===== config.mk =====
export PLATFORM = sky130hd
export DESIGN_NAME = utf8_cyrillic_detector
export DESIGN_NICKNAME = d
export VERILOG_FILES = /design/src/design/utf8cd_pkg.sv /design/src/design/utf8cd_step.sv /design/src/design/utf8_cyrillic_detector.sv
export SDC_FILE = /design/constraint.sdc
export NUM_CORES = 1
export LEC_CHECK = 0
export CAP_MARGIN = 20
export CORE_MARGIN = 5
export CORE_UTILIZATION = 58
export DETAILED_ROUTE_END_ITERATION = 10
export DONT_BUFFER_PORTS = 1
export PLACE_DENSITY = 0.8
export SLEW_MARGIN = 20
export SYNTH_ARGS = -nofsm -noshare
export SYNTH_HDL_FRONTEND = slang
export SYNTH_SLANG_ARGS = --single-unit

===== constraint.sdc =====
create_clock -name clock -period 4.2 [get_ports clock]
set_input_delay 0.84 -clock clock [delete_from_list [all_inputs] [get_ports clock]]
set_output_delay 0.84 -clock clock [all_outputs]
set_load 0.005 [all_outputs]

===== src/design/utf8cd_pkg.sv =====
// Shared types and constants for the UTF-8 Cyrillic detector.
package utf8cd_pkg;

   localparam int unsigned BYTE_W  = 8;
   localparam int unsigned CP_W    = 21;
   localparam int unsigned COUNT_W = 8;
   localparam int unsigned RSP_W   = 16;

   localparam logic [COUNT_W-1:0] THRESHOLD_RESET = 8'd4;

   localparam logic [CP_W-1:0] CP_MIN_2BYTE  = 21'h000080;
   localparam logic [CP_W-1:0] CP_MIN_3BYTE  = 21'h000800;
   localparam logic [CP_W-1:0] CP_MIN_4BYTE  = 21'h010000;
   localparam logic [CP_W-1:0] CP_MAX        = 21'h10FFFF;
   localparam logic [CP_W-1:0] SURR_LO       = 21'h00D800;
   localparam logic [CP_W-1:0] SURR_HI       = 21'h00DFFF;
   localparam logic [CP_W-1:0] CYR_BASE_LO   = 21'h000400;
   localparam logic [CP_W-1:0] CYR_BASE_HI   = 21'h00052F;
   localparam logic [CP_W-1:0] CYR_EXTC_LO   = 21'h001C80;
   localparam logic [CP_W-1:0] CYR_EXTC_HI   = 21'h001C8F;
   localparam logic [CP_W-1:0] CYR_EXTA_LO   = 21'h002DE0;
   localparam logic [CP_W-1:0] CYR_EXTA_HI   = 21'h002DFF;
   localparam logic [CP_W-1:0] CYR_EXTB_LO   = 21'h00A640;
   localparam logic [CP_W-1:0] CYR_EXTB_HI   = 21'h00A69F;
   localparam logic [CP_W-1:0] CYR_EXTD_LO   = 21'h01E030;
   localparam logic [CP_W-1:0] CYR_EXTD_HI   = 21'h01E08F;

   typedef enum logic [1:0] {
      DEC_NONE = 2'd0,
      DEC_CYR  = 2'd1,
      DEC_BAD  = 2'd2
   } decision_type;

   typedef struct packed {
      logic [1:0]         bytes_remaining;
      logic [1:0]         sequence_length;
      logic [CP_W-1:0]    partial_code_point;
      logic [COUNT_W-1:0] cyrillic_tally;
      decision_type       decision;
   } msg_state_type;

   typedef struct packed {
      logic               is_cyrillic_message;
      logic               invalid_utf8;
      logic [COUNT_W-1:0] cyrillic_count;
   } result_type;

   localparam msg_state_type MSG_CLEAR = '{
      bytes_remaining:    2'd0,
      sequence_length:    2'd0,
      partial_code_point: '0,
      cyrillic_tally:     '0,
      decision:           DEC_NONE
   };

endpackage


===== src/design/utf8cd_step.sv =====
// Per-word decode step: next message state and the verdict on a terminating zero.
module utf8cd_step (
   input  utf8cd_pkg::msg_state_type        cur,
   input  logic [utf8cd_pkg::BYTE_W-1:0]    byte_value,
   input  logic [utf8cd_pkg::COUNT_W-1:0]   threshold,
   output utf8cd_pkg::msg_state_type        nxt,
   output logic                             emit,
   output utf8cd_pkg::result_type           result
);
   import utf8cd_pkg::*;

   logic [CP_W-1:0]    shifted_cp;
   logic [CP_W-1:0]    cp;
   logic               cp_valid;
   logic               cp_ok;
   logic               cyr_hit;
   logic [COUNT_W:0]   tally_inc;
   msg_state_type      mid;

   assign shifted_cp = {cur.partial_code_point[CP_W-7:0], byte_value[5:0]};

   // overlong, surrogate and range checks on the completed sequence
   always_comb begin
      case (cur.sequence_length)
         2'd1:    cp_ok = (shifted_cp >= CP_MIN_2BYTE);
         2'd2:    cp_ok = (shifted_cp >= CP_MIN_3BYTE) &&
                          !((shifted_cp >= SURR_LO) && (shifted_cp <= SURR_HI));
         2'd3:    cp_ok = (shifted_cp >= CP_MIN_4BYTE) && (shifted_cp <= CP_MAX);
         default: cp_ok = 1'b0;
      endcase
   end

   always_comb begin
      mid      = cur;
      emit     = 1'b0;
      cp       = shifted_cp;
      cp_valid = 1'b0;
      case (cur.decision)
         DEC_NONE: begin
            if (cur.bytes_remaining == 2'd0) begin
               if (byte_value == '0) begin
                  emit = 1'b1;
               end else if (!byte_value[7]) begin
                  cp       = {{(CP_W-BYTE_W){1'b0}}, byte_value};
                  cp_valid = 1'b1;
               end else if (byte_value[7:5] == 3'b110) begin
                  mid.bytes_remaining    = 2'd1;
                  mid.sequence_length    = 2'd1;
                  mid.partial_code_point = {{(CP_W-5){1'b0}}, byte_value[4:0]};
               end else if (byte_value[7:4] == 4'b1110) begin
                  mid.bytes_remaining    = 2'd2;
                  mid.sequence_length    = 2'd2;
                  mid.partial_code_point = {{(CP_W-4){1'b0}}, byte_value[3:0]};
               end else if (byte_value[7:3] == 5'b11110) begin
                  mid.bytes_remaining    = 2'd3;
                  mid.sequence_length    = 2'd3;
                  mid.partial_code_point = {{(CP_W-3){1'b0}}, byte_value[2:0]};
               end else begin
                  mid.decision           = DEC_BAD;
                  mid.bytes_remaining    = 2'd0;
                  mid.sequence_length    = 2'd0;
                  mid.partial_code_point = '0;
               end
            end else begin
               if ((byte_value == '0) || (byte_value[7:6] != 2'b10)) begin
                  // zero inside a sequence also ends the message
                  emit                   = (byte_value == '0);
                  mid.decision           = DEC_BAD;
                  mid.bytes_remaining    = 2'd0;
                  mid.sequence_length    = 2'd0;
                  mid.partial_code_point = '0;
               end else begin
                  mid.partial_code_point = shifted_cp;
                  mid.bytes_remaining    = cur.bytes_remaining - 2'd1;
                  if (cur.bytes_remaining == 2'd1) begin
                     mid.sequence_length    = 2'd0;
                     mid.partial_code_point = '0;
                     if (cp_ok) begin
                        cp_valid = 1'b1;
                     end else begin
                        mid.decision = DEC_BAD;
                     end
                  end
               end
            end
         end
         default: begin
            emit = (byte_value == '0);
         end
      endcase
   end

   assign cyr_hit = cp_valid && (
      ((cp >= CYR_BASE_LO) && (cp <= CYR_BASE_HI)) ||
      ((cp >= CYR_EXTC_LO) && (cp <= CYR_EXTC_HI)) ||
      ((cp >= CYR_EXTA_LO) && (cp <= CYR_EXTA_HI)) ||
      ((cp >= CYR_EXTB_LO) && (cp <= CYR_EXTB_HI)) ||
      ((cp >= CYR_EXTD_LO) && (cp <= CYR_EXTD_HI)));

   assign tally_inc = {1'b0, cur.cyrillic_tally} + {{COUNT_W{1'b0}}, 1'b1};

   always_comb begin
      msg_state_type counted;
      counted = mid;
      if (cyr_hit) begin
         // compare the unsaturated count, report the saturated one
         if (tally_inc > {1'b0, threshold}) begin
            counted.decision = DEC_CYR;
         end
         counted.cyrillic_tally = tally_inc[COUNT_W] ? {COUNT_W{1'b1}}
                                                     : tally_inc[COUNT_W-1:0];
      end
      result.is_cyrillic_message = (counted.decision == DEC_CYR);
      result.invalid_utf8        = (counted.decision != DEC_NONE) &&
                                   (counted.decision != DEC_CYR);
      result.cyrillic_count      = counted.cyrillic_tally;
      nxt = emit ? MSG_CLEAR : counted;
   end

endmodule


===== src/design/utf8_cyrillic_detector.sv =====
// Top level of the streaming UTF-8 decoder with Cyrillic message detection.
// A verdict word is registered: it appears on rsp_ the cycle after its terminating zero is taken.
// Throughput: one byte per cycle while not stalled; message state updates on every accepted word.
// The result register holds one verdict; req_ stalls only while it is full and rsp_tready is low.
// Reset (synchronous, active high): clears message state, drops any pending verdict,
// and loads the threshold with 4.
module utf8_cyrillic_detector (
   input  logic        clock,
   input  logic        reset,
   // request stream: tdata[7:0] = byte_value
   input  logic        req_tvalid,
   output logic        req_tready,
   input  logic [7:0]  req_tdata,
   // response stream: tdata[0] = is_cyrillic_message, [1] = invalid_utf8,
   // [9:2] = cyrillic_count, [15:10] = zero
   output logic        rsp_tvalid,
   input  logic        rsp_tready,
   output logic [15:0] rsp_tdata,
   // threshold write channel: data[7:0] = count_threshold
   input  logic        csr_valid,
   output logic        csr_ready,
   input  logic [7:0]  csr_data
);
   import utf8cd_pkg::*;

   msg_state_type        state_ff, state_in;
   logic [COUNT_W-1:0]   threshold_ff;
   logic                 rsp_valid_ff, rsp_valid_in;
   result_type           rsp_result_ff;
   logic                 req_accept;
   logic                 step_emit;
   result_type           step_result;

   // Always take threshold writes; the user must send only while the block is idle, unenforced.
   assign csr_ready = 1'b1;

   // Take a new word whenever the result slot is empty or being drained.
   assign req_tready = !rsp_valid_ff || rsp_tready;
   assign req_accept = req_tvalid && req_tready;

   utf8cd_step u_step (
      .cur        (state_ff),
      .byte_value (req_tdata),
      .threshold  (threshold_ff),
      .nxt        (state_in),
      .emit       (step_emit),
      .result     (step_result)
   );

   always_ff @(posedge clock) begin
      if (reset) begin
         threshold_ff <= THRESHOLD_RESET;
      end else if (csr_valid && csr_ready) begin
         threshold_ff <= csr_data;
      end
   end

   // Advance message state only on accepted words.
   always_ff @(posedge clock) begin
      if (reset) begin
         state_ff <= MSG_CLEAR;
      end else if (req_accept) begin
         state_ff <= state_in;
      end
   end

   // Hold a verdict until the downstream takes it; load a new one on a terminating zero.
   always_comb begin
      rsp_valid_in = rsp_valid_ff;
      if (req_accept && step_emit) begin
         rsp_valid_in = 1'b1;
      end else if (rsp_tready) begin
         rsp_valid_in = 1'b0;
      end
   end

   always_ff @(posedge clock) begin
      if (reset) begin
         rsp_valid_ff <= 1'b0;
      end else begin
         rsp_valid_ff <= rsp_valid_in;
      end
   end

   always_ff @(posedge clock) begin
      if (req_accept && step_emit) begin
         rsp_result_ff <= step_result;
      end
   end

   assign rsp_tvalid = rsp_valid_ff;
   assign rsp_tdata  = {{(RSP_W-COUNT_W-2){1'b0}},
                        rsp_result_ff.cyrillic_count,
                        rsp_result_ff.invalid_utf8,
                        rsp_result_ff.is_cyrillic_message};

endmodule


==> impl_metrics.json <==
{
  "hold_violations": 0,
  "synth_area_per_cell_sq_um": 8.448,
  "power.share.clock_pct": 31.4,
  "num_antenna_cells": 0,
  "syn_area_sq_um": 3067,
  "end_kind": "flop",
  "initial_core_util_pct": 60.04,
  "worst_slew_pin_slew_ns": 0.6735,
  "ys_types": 69,
  "io_buffers": 0,
  "synth_most_common_cell": "dfxtp_1",
  "synth_common_cells": "38 x dfxtp_1, 33 x nand2_1, 29 x a21oi_1",
  "grt_setup_unrepaired": "no",
  "htree_levels": 2,
  "switching_share_pct": 27.18,
  "synth-main-ff-cell": "dfxtp_1",
  "vdd_ir_drop_max_mv": 0.1980,
  "io_pins": 40,
  "arrival_ns": 3.34,
  "grt_pass1_vias": 2514,
  "period_share_pct": 78.43,
  "relSlewSlack_pct": 54.53,
  "gp_congestion": 0.9352,
  "nNetsFinal": 379,
  "dieArea_sq_um": 6842,
  "area.growth.synth_to_final_pct": -0.3264,
  "drtIter0Drc": 371,
  "synth_top_area_share_pct": 24.81,
  "cts_hold_buffers": 0,
  "synth_edf_count": 10,
  "num_rows": 26,
  "track_usage_pct": 22.44,
  "finClkSkew_ns": 0.007050,
  "cts_sinks": 48,
  "seq_area_sq_um": 1061,
  "clkLatencyLatePin_ns": 0.31,
  "cts_resized": 0,
  "ys_warn_count": 0,
  "die_h_microns": 82.72,
  "status": "completed",
  "grt-ovfl-total": 0,
  "power_leakage_uw": 0.001147,
  "setup_tns_ns": 0,
  "drcViolationCount": 0,
  "routed_via_density": 6.486,
  "wirelength_mm": 7.192,
  "ant_nets": 0,
  "wire_per_inst_microns": 17.21,
  "synthArstFlopShare_pct": 0,
  "die_x_microns": 82.72,
  "cp_data_required_time_ns": 4.25,
  "n_fill_cell": 472,
  "grt_max_degree": 34,
  "p_per_area_nw_per_um2": 286.8,
  "antenna_found_initial": 0,
  "ys_seq_area_share_pct": 34.60,
  "final_cell_area_sq_um": 3057,
  "startpoint_type": "flop",
  "utilization_pct": 59.85,
  "dp_hpwl_mm": 5.202,
  "postSynthCellCount": 363,
  "via_count": 2711,
  "clk_pin_slew_ns": 0.09,
  "dp_slack_ns": 0.8538,
  "synthTopCellsByArea": "dfxtp_1 25%, edfxtp_1 9.8%, a21oi_1 4.7%",
  "finalMaxSlewViolations": 0,
  "fin_ws_ns": 0.9059,
  "sequentialPowerShare_pct": 55.5,
  "placed_area_sq_um": 2972,
  "cts_setup_buffers": 0,
  "internal_power_uw": 638.4,
  "synth_seq_cells": 48,
  "setup_viol": 0,
  "core_area_sq_um": 5107,
  "combPwrFrac_pct": 13.1,
  "max-cap-violations": 0,
  "path_max_fanout": 11,
  "clk_path_buf_depth": 2,
  "period_minus_slack_ns": 3.294,
  "yosysTopAreaCell": "dfxtp_1",
  "path_class": "flop to flop",
  "drive_gt1_share_pct": 7.759,
  "hold_path_class": "flop to flop",
  "drt_pass1_iterations": 5,
  "fmax_mhz": 303.6,
  "cts-root-buf": "clkbuf_8",
  "multi_input_area_sq_um": 1725,
  "grt_pass1_wl_mm": 11.91,
  "cts_made_buffers": 5,
  "cts_tree": "done",
  "p_sw_uw": 238.3
}
[cell families after synthesis]
| logic type | Yosys count | share of synthesized area [%] |
|---|---|---|
| xor+xnor | 5 | 1.428 |
| buf+inv | 50 | 9.955 |
| simple gates | 143 | 24.73 |
| flops | 48 | 34.60 |
| fa+ha+maj | 11 | 4.488 |
| other cells | 2 | 0.2449 |
| compound gates | 93 | 20.89 |
| mux | 11 | 3.672 |
[critical path: stages, from the launching register on]
cell and delay, ns:
dfxtp_1 0.33, inv_1 0.08, ha_1 0.32, nor4b_2 0.51
o21ai_4 0.18, a22oi_2 0.25, nand4b_1 0.14, a221oi_1 0.44
o31ai_1 0.14, buf_4 0.19, nor2_1 0.31, a31oi_1 0.14
[registers in the layout, indices dropped and copies added, names as in the netlist]
signal / flops
threshold_ff: 8
rsp_tdata: 10
rsp_tvalid: 1
state_ff: 29
[power by group through the flow]
stage               registers (uW)  clock network [uW]  logic [uW]
finish                         487                 275         115
global route                   488                 300         127
CTS                            487                 279         113
detailed placement             498                   0         112
global placement               497                   0         109
floorplan                      494                   0         111
[path summary, 6_finish.rpt]
check               start           end  slack, ns  cells past startpoint
max          state_ff[33]  rsp_tdata[4]       0.91                     11
min          state_ff[24]  state_ff[24]       0.48                      2
max reg2reg  state_ff[33]  rsp_tdata[4]       0.91                     11
min reg2reg  state_ff[24]  state_ff[24]       0.48                      2
[metrics by stage]
step / power, uW / cells / hold slack [ns]
after floorplan: 604.8 / 368 / 0.4526
after global placement: 606.1 / 410 / 0.4602
after detailed placement: 609.5 / 410 / 0.4656
after CTS: 879.1 / 418 / 0.4756
after global routing: 915.4 / 418 / 0.5165
final: 876.8 / 418 / 0.4783
[final cells by class]
| class | instances | area share [%] |
|---|---|---|
| clock inverter | 2 | 0.4093 |
| tap | 70 | 2.865 |
| clock buffer | 6 | 2.374 |
| inverter | 18 | 2.210 |
| timing repair buffer | 4 | 0.9824 |
| sequential | 48 | 34.71 |
| multi-input combinational | 270 | 56.45 |
[layer usage]
| metal | up-vias | wire length (microns) | track usage [%] |
|---|---|---|---|
| li1 | 1294 | - | - |
| met1 | 1283 | 3176 | 30.21 |
| met2 | 126 | 3322 | 35.18 |
| met3 | 8 | 637 | 6.399 |
| met4 | 0 | 55 | 6.046 |
| met5 | - | 0 | 0 |
[cells in the final DEF, fill, tap and decap left out, drive strengths merged, types with 3 or more instances in the layout]
cell,n
nor2,27
and3,7
nand3,19
nand2b,5
edfxtp,10
nand2,33
ha,11
clkbuf,6
a211oi,6
nor4,7
dfxtp,38
o21ai,12
a22o,3
nor3,7
a21oi,29
nand4,7
xnor2,3
nand3b,3
inv,18
or4,5
a31oi,16
or2,3
conb,7
or3,7
o41ai,3
buf,4
mux2i,9
(Power assumes the default switching activity.)
